--- config.mk ---
export PLATFORM = sky130hd
export DESIGN_NAME = tpk_isqrt
export DESIGN_NICKNAME = d
export VERILOG_FILES = /design/src/rtl/core/tpk_pkg.sv /design/src/rtl/core/tpk_isqrt.sv
export SDC_FILE = /design/constraint.sdc
export NUM_CORES = 1
export LEC_CHECK = 0
export BUFFER_PORTS_ARGS = -buffer_cell sky130_fd_sc_hd__buf_2
export CORE_UTILIZATION = 55
export CTS_BUF_LIST = sky130_fd_sc_hd__clkbuf_8
export DETAILED_ROUTE_END_ITERATION = 10
export HOLD_SLACK_MARGIN = 0.06
export PLACE_DENSITY = 0.71
export RECOVER_POWER = 50
export SLEW_MARGIN = 20
export SYNTH_ARGS = -nofsm -noshare
export SYNTH_HDL_FRONTEND = slang
export SYNTH_SLANG_ARGS = --single-unit
--- constraint.sdc ---
create_clock -name clk -period 3.7 [get_ports clk]
set_input_delay 0.185 -clock clk [delete_from_list [all_inputs] [get_ports clk]]
set_output_delay 0.185 -clock clk [all_outputs]
set_load 0.02 [all_outputs]
--- src/rtl/core/tpk_pkg.sv ---
// tpk_pkg: widths and class codes shared by the triangle perimeter and kind block
// no dependencies; compiled first
package tpk_pkg;

	// coordinate and arithmetic widths
	localparam int CoordWidth = 16;
	localparam int DiffWidth  = 16;
	localparam int ProdWidth  = 2 * DiffWidth;
	localparam int SqWidth    = ProdWidth + 1;
	localparam int RootWidth  = (SqWidth + 1) / 2;
	localparam int PerWidth   = 19;
	localparam int KindWidth  = 2;

	// triangle class codes
	localparam logic [KindWidth-1:0] KindEquilateral = 2'd0;
	localparam logic [KindWidth-1:0] KindIsosceles   = 2'd1;
	localparam logic [KindWidth-1:0] KindScalene     = 2'd2;

endpackage

--- src/rtl/core/tpk_isqrt.sv ---
// tpk_isqrt: pipelined floor square root, one result bit per register stage
// depends on tpk_pkg; instantiated by triangle_perimeter_and_kind
module tpk_isqrt (
	input  logic                           clk,
	input  logic                           en,
	input  logic [tpk_pkg::SqWidth-1:0]    sq,
	output logic [tpk_pkg::RootWidth-1:0]  root
);
	import tpk_pkg::*;

	localparam int TrialWidth = SqWidth + 2;

	logic [SqWidth-1:0]   rem_s [RootWidth];
	logic [RootWidth-1:0] q_s   [RootWidth];

	for (genvar k = 0; k < RootWidth; k++) begin : g_step
		localparam int Bit = RootWidth - 1 - k;

		logic [SqWidth-1:0]    rem_in;
		logic [RootWidth-1:0]  q_in;
		logic [TrialWidth-1:0] rem_ext;
		logic [TrialWidth-1:0] trial;
		logic                  take;

		if (k == 0) begin : g_first
			assign rem_in = sq;
			assign q_in   = '0;
		end else begin : g_next
			assign rem_in = rem_s[k-1];
			assign q_in   = q_s[k-1];
		end

		// (2q + 2^bit) * 2^bit; q has no bits below bit+1 so an or suffices
		assign rem_ext = {{(TrialWidth-SqWidth){1'b0}}, rem_in};
		assign trial   = ({{(TrialWidth-RootWidth){1'b0}}, q_in} << (Bit + 1))
			| (TrialWidth'(1) << (2 * Bit));
		assign take    = rem_ext >= trial;

		always_ff @(posedge clk) begin
			if (en) begin
				if (take) begin
					rem_s[k] <= SqWidth'(rem_ext - trial);
					q_s[k]   <= q_in | (RootWidth'(1) << Bit);
				end else begin
					rem_s[k] <= rem_in;
					q_s[k]   <= q_in;
				end
			end
		end
	end

	assign root = q_s[RootWidth-1];

endmodule

Word level (Yosys, flattened, before mapping)
Memory sizes are Yosys's and may differ from the RTL's.
Cells that the tools add are included.
- $add $sub $neg: 17
- magnitude comparators: 17
- muxes and demuxes: 136
- bitwise gates (word level): 34
- operators by type and width (kind ; number):
    33-bit two-way mux ; 17
    17-bit two-way mux ; 17
    1-bit two-way mux ; 102
    1-bit OR ; 34
    33-bit by 18-bit >= comparator with 1-bit output ; 1
    33-bit by 19-bit >= comparator with 1-bit output ; 1
    33-bit by 20-bit >= comparator with 1-bit output ; 1
    33-bit by 21-bit >= comparator with 1-bit output ; 1
    33-bit by 22-bit >= comparator with 1-bit output ; 1
    33-bit by 23-bit >= comparator with 1-bit output ; 1
    33-bit by 24-bit >= comparator with 1-bit output ; 1
    33-bit by 25-bit >= comparator with 1-bit output ; 1
    33-bit by 26-bit >= comparator with 1-bit output ; 1
    33-bit by 27-bit >= comparator with 1-bit output ; 1
    33-bit by 28-bit >= comparator with 1-bit output ; 1
    33-bit by 29-bit >= comparator with 1-bit output ; 1
    33-bit by 30-bit >= comparator with 1-bit output ; 1
    33-bit by 31-bit >= comparator with 1-bit output ; 1
    33-bit by 32-bit >= comparator with 1-bit output ; 1
    33-bit >= comparator ; 1
    33-bit >= comparator, second input constant ; 1
    33-bit by 18-bit subtractor with 33-bit output ; 1
    33-bit by 19-bit subtractor with 33-bit output ; 1
    33-bit by 20-bit subtractor with 33-bit output ; 1
    14 further kinds ; 14
- bits in registers: 0
- RAM bits: 850
- bits of input ports: 35
- output and inout bits: 17
- logic and storage cells: 206
- memories kept: 2
- memory list (name ; depth ; bits a word ; rd ports ; clocked after memory_dff ; write ports ; RTL line ; source):
    rem_s ; 17 ; 33 ; 16 ; 0 ; 17 ; tpk_isqrt.sv:13 ; logic [SqWidth-1:0] rem_s [RootWidth];
    q_s ; 17 ; 17 ; 17 ; 0 ; 17 ; tpk_isqrt.sv:14 ; logic [RootWidth-1:0] q_s [RootWidth];

Logic depth before layout (Yosys ltp)
Gate-level depths: netlist of the first run.
An unclocked memory read counts as a cell.
- depth in word-level cells: 6
- depth in mapped cells: 11

Least setup slack after synthesis of the first run
No wires, ideal clock.
- path kind: flip-flop to flip-flop
- start: mem rem_s[9][15] in the netlist's numbering
- end: mem rem_s[10][31] in the netlist's numbering, data pin
- library setup time: 0.258 ns
- arrival time: 2.665 ns
- data required time: 3.442 ns
- slack: 0.778 ns
- stages on the path, launching flop included: 9
- clock period less this slack: 2.922 ns
- path through: edfxtp_1 -> ha_1 -> a21oi_1 -> a21oi_1 -> o41ai_1 -> a21oi_1 -> nor4_1 -> or3b_2 -> xnor2_1
- RTL lines (element ; RTL line):
    start: declaration ; tpk_isqrt.sv:13

==> flow_metrics.py, run 1 <==
metrics = {
    "routing": {
        "drt-pass1-iter-count": 5,
        "via_per_inst": 5.86,
        "wirelength_um": 73400,
        "drc_errors": 0,
        "vias": 21000,
        "avgRoutedWirePerCell_um": 20.4,
        "drt_iter0_drc": 1521,
        "ant_nets": 0,
    },
    "flow_run": {
        "cap_violations": 1,
    },
    "die": {
        "core_um2": 58100,
        "pin_count": 52,
        "fp.dieW_um": 246,
        "dieArea_um2": 60300,
        "initial_core_util": 0.562,
        "rows": 88,
        "die_h_um": 246,
    },
    "critical_path": {
        "cp.required_ns": 4.19,
        "cp-startpoint": "rem_s[9][15]",
        "reg2reg_setup_slack_ns": 0.28,
        "crit_slowest_cell": "o41ai_1",
        "cp_max_fo": 5,
        "cp_cell_sequence": "ha_1 -> a21oi_1 -> a21oi_1 -> o41ai_1 -> a21oi_1 -> nor4_1 -> or3b_2 -> xnor2_1",
        "startpoint_type": "register",
        "cp_common_cell": "a21oi_1",
        "worstPathBufferInverterCount": 0,
        "r2r-start": "rem_s[9][15]",
        "worstSetupEndpointType": "register",
        "crit_family": "compound AO/OA/AOI/OAI gates",
        "crit_path_max_incr_delay_ns": 0.67,
        "crit_type": "reg -> reg",
        "cp.arrival_ns": 3.92,
    },
    "sta": {
        "max_freq_ghz": 0.292,
        "period_minus_slack_ns": 3.42,
        "setup_viol": 0,
        "grt_setup_unrepaired": "no",
        "tightest_slew_ns": 1.75,
        "slew_headroom": -0.165,
        "clock-skew-final_ns": 0.0705,
        "holdWs_ns": 0.160,
        "slew_viol_final": 66,
        "finalCritPeriodShare": 0.925,
        "fin_tns_setup_ns": 0,
        "hold_violations": 0,
    },
    "clocking": {
        "htreeDepth": 3,
        "holdBufCountCts": 34,
        "cts_resized": 0,
        "cts_setup_buffers": 0,
        "cts_buffer_depth": 3,
        "clock_latency_ns": 0.74,
        "cts_tree": "built",
        "clock-sinks": 681,
        "cts_root_buf": "clkbuf_8",
        "cts_buffers": 109,
        "clkSlewWorstSetupHoldPaths_ns": 0.07,
    },
    "global_routing": {
        "use_met2": 0.458,
        "grt_pass1_vias": 21100,
        "met3_usage": 0.0336,
        "grt_overflow": 0,
        "grt_antenna_before_repair": 1,
        "use_met1": 0.275,
        "grtUsageTotal": 0.246,
        "grt_max_degree": 103,
        "grt_busiest_layer": "met2",
        "grt_first_pass_wirelength_um": 114000,
    },
    "min_path": {
        "min_from": "sq[17]",
        "min_path_type": "in -> reg",
    },
    "yosys": {
        "synth-seq-area-share": 0.626,
        "synth_top_area_share": 0.626,
        "synthMuxAreaShare": 0.00744,
        "synth_xor_xnor_area_share": 0.0550,
        "synth.net_count": 2773,
        "async_flop_share": 0,
        "synth_ff_type": "edfxtp_1",
        "synth_top_family_by_area": "simple AND/OR/NAND/NOR gates",
        "synthCells": 2572,
        "synth-seq-cells": 681,
        "syn-cell-area_um2": 32600,
        "ys_warn_count": 0,
        "yosysTopAreaCell": "edfxtp_1",
        "synth_edf_count": 681,
        "synthSimpleGateAreaFrac": 0.128,
        "synth-compound-area-share": 0.0883,
        "synth.area.top_cells": "edfxtp_1 63%, ha_1 6.4%, xor2_1 2.9%",
        "synthAdderAreaFrac": 0.0636,
        "syn_area_per_cell_um2": 12.7,
        "synth_cell_types": 79,
    },
    "power": {
        "ir_worst_vdd_v": 0.000404,
        "p_leak_nw": 13.6,
        "powerDensity_nw_per_um2": 546,
    },
    "cells_and_area": {
        "fill_cells": 4390,
        "final_nets": 2942,
        "syn2layout_area_growth_pct": 10.9,
        "layout_common_cells": "681 x edfxtp_1, 234 x inv_1, 193 x nand2_1",
        "drive_gt1_frac": 0.0928,
        "final_common_cell": "edfxtp_1",
    },
    "outcome": {
        "status": "finished with violations",
        "violations": "max-capacitance violations, max-slew violations",
    },
    "placed_design": {
        "post-dp-hpwl_um": 53900,
        "place_congestion": 0.923,
        "numPortBuffers": 51,
    },
}
## area by class of cell
cell class / instances / area, um2 / area share
clock buffer: 109 / 1500 / 0.0414
sequential: 681 / 20400 / 0.565
tap: 765 / 957 / 0.0264
multi-input combinational: 1626 / 11200 / 0.309
antenna: 1 / 2.50 / 0.0000691
inverter: 206 / 773 / 0.0214
timing repair buffer: 117 / 828 / 0.0229
clock inverter: 84 / 503 / 0.0139
## metrics by stage
step / power (mW) / util / area [um2] / std cells / setup WS [ns]
after floorplan: 12.8 / - / 32600 / 2572 / 0.778
after global routing: 20.7 / 0.623 / 36200 / 3589 / 0.0301
after detailed placement: 13.9 / 0.583 / 33900 / 3361 / 0.290
after global placement: 13.8 / 0.583 / 33900 / 3361 / 0.319
after CTS: 19.9 / 0.623 / 36200 / 3588 / 0.276
final: 19.8 / 0.623 / 36200 / 3589 / 0.278
## where the power goes
group          internal, mW  switching, mW  total, mW
clock                  2.99           2.99       5.98
sequential             9.68          0.726       10.4
combinational          1.41           1.98       3.39
total                  14.1           5.70       19.8
## registers in the layout, indices dropped and copies added, names as in the netlist
| name | cells |
|---|---|
| q_s | 153 |
| rem_s | 528 |
## layer usage
layer / part of all wire / vias to the layer above / wire length, um
met4: 0.048 / 0 / 3510
li1: - / 10000 / -
met5: 0 / - / 0
met1: 0.38 / 10100 / 27900
met2: 0.53 / 671 / 38900
met3: 0.041 / 204 / 3010
## worst paths after layout
check | to | cells past startpoint
worst min register to register | rem_s[7][0] | 0
worst min-delay path | rem_s[0][17] | 2
worst max-delay path | rem_s[10][31] | 8
worst max register to register | rem_s[10][31] | 8
## kinds of logic (layout without fill, tap and decap cells)
family	count (synthesis)	in the layout
AND/OR/NAND/NOR	779	779
flip-flops	681	681
AO/OA/AOI/OAI	454	454
buffers and inverters	265	516
XOR/XNOR	205	205
adder cells (fa/ha/maj)	166	166
multiplexers	22	22
other	0	1
## synth_stat cells (27+ instances only)
cell / n
xor2_1: 107
a21oi_1: 102
xnor2_1: 98
nand4_1: 42
ha_1: 166
inv_1: 206
nor4_1: 78
nor3_1: 80
nor2_1: 124
a21o_1: 28
nor2b_1: 30
edfxtp_1: 681
o21ai_0: 156
nand3_1: 32
nand2b_1: 38
clkbuf_1: 51
nand2_1: 193
o21a_1: 27
No activity file was read; power rests on OpenSTA's default activity.
==> run 2, diff against run 1 <==
Settings changed: ABC_AREA set to 1, PLACE_DENSITY 0.71 to 0.7.
==> run 2 against run 1 <==
Routed wire length rose by 36%. Sequential power barely moved. The run still ends with max-capacitance violations, max-slew violations left. Combinational power rose by 45%. Largest cell class unchanged. Largest power group unchanged. First-iteration DRC count rose by 59%. Critical path depth rose by 1.
==> flow_metrics.py, run 2 <==
metrics = {
    "critical_path": {
        "crit_path_end": "rem_s[13][18]",
        "cp.required_ns": 4.18,
        "startpoint_type": "register",
        "r2r_cells": 9,
        "crit_type": "reg -> reg",
        "cp_max_fo": 19,
        "worstSetupEndpointType": "register",
        "reg2reg_setup_slack_ns": 0.85,
        "r2r-end": "rem_s[13][18]",
        "r2r-start": "rem_s[12][20]",
        "cp-startpoint": "rem_s[12][20]",
        "cp.arrival_ns": 3.33,
    },
    "global_routing": {
        "grt_busiest_layer": "met2",
        "grt_overflow": 0,
        "grt_antenna_before_repair": 1,
        "use_met1": 0.371,
        "grt_first_pass_wirelength_um": 153000,
        "grt_max_degree": 167,
        "grt_pass1_vias": 27400,
        "met3_usage": 0.0327,
        "grtUsageTotal": 0.288,
        "use_met2": 0.491,
    },
    "yosys": {
        "yosysMostFrequentCell": "nand2_1",
        "synthSimpleGateAreaFrac": 0.245,
        "synthCells": 4122,
        "synth.area.top_cells": "edfxtp_1 55%, nand2_1 11%, inv_1 6.6%",
        "synth_top_family_by_area": "simple AND/OR/NAND/NOR gates",
        "synthAdderAreaFrac": 0.0554,
        "synth_top_area_share": 0.546,
        "synth-seq-cells": 681,
        "synth-seq-area-share": 0.546,
        "synthTopCellsByCount": "1,092 x nand2_1, 681 x edfxtp_1, 654 x inv_1, 431 x nor2_1, 236 x nand3_1",
        "synth_edf_count": 681,
        "synth_ff_type": "edfxtp_1",
        "synth-compound-area-share": 0.0486,
        "synth_cell_types": 50,
        "synthMuxAreaShare": 0,
        "syn_area_per_cell_um2": 9.09,
        "synth_xor_xnor_area_share": 0.0313,
        "syn-cell-area_um2": 37500,
        "ys_warn_count": 0,
        "async_flop_share": 0,
        "synth.net_count": 4323,
        "yosysTopAreaCell": "edfxtp_1",
    },
    "power": {
        "ir_worst_vdd_v": 0.000407,
        "clkPwrFrac": 0.297,
        "p_leak_nw": 18.2,
        "fin_total_pwr_mw": 21.9,
        "powerDensity_nw_per_um2": 531,
        "intPower_mw": 14.6,
        "switching_share": 0.333,
        "p_sw_mw": 7.27,
        "comb_power_share": 0.225,
        "pwr-share-seq": 0.478,
    },
    "clocking": {
        "cts_buffer_depth": 3,
        "htreeDepth": 3,
        "clock-sinks": 681,
        "clkSlewWorstSetupHoldPaths_ns": 0.06,
        "cts_resized": 0,
        "cts_root_buf": "clkbuf_8",
        "cts_buffers": 109,
        "cts_setup_buffers": 0,
        "clock_latency_ns": 0.76,
        "cts_tree": "built",
    },
    "routing": {
        "via_per_inst": 5.42,
        "drc_errors": 0,
        "ant_nets": 0,
        "vias": 28500,
        "avgRoutedWirePerCell_um": 18.9,
        "wirelength_um": 99400,
        "drt_iter0_drc": 2420,
        "drt-pass1-iter-count": 7,
    },
    "sta": {
        "period_minus_slack_ns": 2.85,
        "slew_viol_final": 115,
        "holdWs_ns": 0.124,
        "slew_headroom": -0.0675,
        "max_freq_ghz": 0.350,
        "setup_viol": 0,
        "clock-skew-final_ns": 0.0282,
        "grt_setup_unrepaired": "no",
        "fin_tns_setup_ns": 0,
        "hold_violations": 0,
        "finalCritPeriodShare": 0.772,
        "tightest_slew_ns": 1.60,
    },
    "flow_run": {
        "cap_violations": 1,
    },
    "placed_design": {
        "post-dp-hpwl_um": 77100,
        "place_congestion": 0.962,
        "numPortBuffers": 51,
        "place_area_um2": 38700,
    },
    "die": {
        "initial_core_util": 0.557,
        "pin_count": 52,
        "fp.dieW_um": 263,
        "dieArea_um2": 69200,
        "core_um2": 67300,
        "rows": 95,
        "die_h_um": 263,
    },
    "cells_and_area": {
        "largest_reg_flops": 528,
        "fill_cells": 5771,
        "syn2layout_area_growth_pct": 9.99,
        "top_regs": "rem_s x528, q_s x153",
        "layout_common_cells": "1,092 x nand2_1, 681 x edfxtp_1, 678 x inv_1",
        "stdcell_area_um2": 41200,
        "largest_register": "rem_s",
        "final_nets": 4487,
        "drive_gt1_frac": 0.0653,
        "final_common_cell": "nand2_1",
    },
    "outcome": {
        "status": "finished with violations",
        "violations": "max-capacitance violations, max-slew violations",
    },
    "min_path": {
        "min_path_type": "in -> reg",
        "min_from": "sq[8]",
    },
}
run 2: final cells by class:
type                       instances  area (um2)  area share
inverter                         665        2500      0.0608
clock buffer                     109        1500      0.0364
sequential                       681       20400       0.496
antenna                            2        5.00    0.000121
timing repair buffer              97         716      0.0174
multi-input combinational       2732       14300       0.346
tap                              873        1090      0.0265
clock inverter                    94         679      0.0165
run 2: kinds of logic after synthesis:
| kind of cell | Yosys count |
|---|---|
| AOI/OAI and AO/OA | 335 |
| xor gates and xnor gates | 134 |
| adders and majority gates | 166 |
| buffers and inverters | 709 |
| DFF | 681 |
| and+or+nand+nor | 2097 |
run 2: metrics by stage:
step | util | cells | worst slack [ns]
2_1_floorplan | - | 4122 | 1.37
5_1_grt | 0.612 | 5252 | 0.717
6_report | 0.612 | 5253 | 0.845
4_1_cts | 0.613 | 5251 | 0.852
3_3_place_gp | 0.575 | 5014 | 0.833
3_5_place_dp | 0.575 | 5014 | 0.886
run 2: worst min path at each step:
stage	endpoint	slack [ns]	cells past startpoint
after global placement	rem_s[0][22]	0.36	1
after global routing	rem_s[0][29]	0.09	2
after detailed placement	rem_s[0][5]	0.36	1
after floorplan	rem_s[0][0]	0.28	0
after CTS	rem_s[0][10]	0.08	2
final	rem_s[0][8]	0.12	2
run 2: worst max-delay path: stages, from the launching register on:
cell	delay, ns
edfxtp_1	0.46
ha_1	0.39
a21oi_1	0.33
o21ai_1	0.23
inv_1	0.15
nand3_1	0.14
nor2_4	0.41
nand2_4	0.25
nand3_1	0.13
nand2_1	0.09
run 2: repair_timing:
| item | 4_1_cts | 5_1_grt |
|---|---|---|
| endpoints found under the setup margin | 0 | 0 |
| hold endpoints to repair | 68 | 0 |
| hold buffers | 34 | 0 |
run 2: power groups by stage:
stage	registers (mW)	logic, mW	clock network [mW]
after floorplan	10.2	3.58	0
after global placement	10.6	4.81	0
final	10.5	4.92	6.49
after detailed placement	10.6	4.82	0
after global routing	10.5	5.53	6.91
after CTS	10.4	4.88	6.61
run 2: per-layer routing:
metal  vias to the layer above  wire (um)
li1                      14000          -
met1                     13400      41900
met2                       853      48100
met3                       210       5090
met4                         0       4330
met5                         -          0
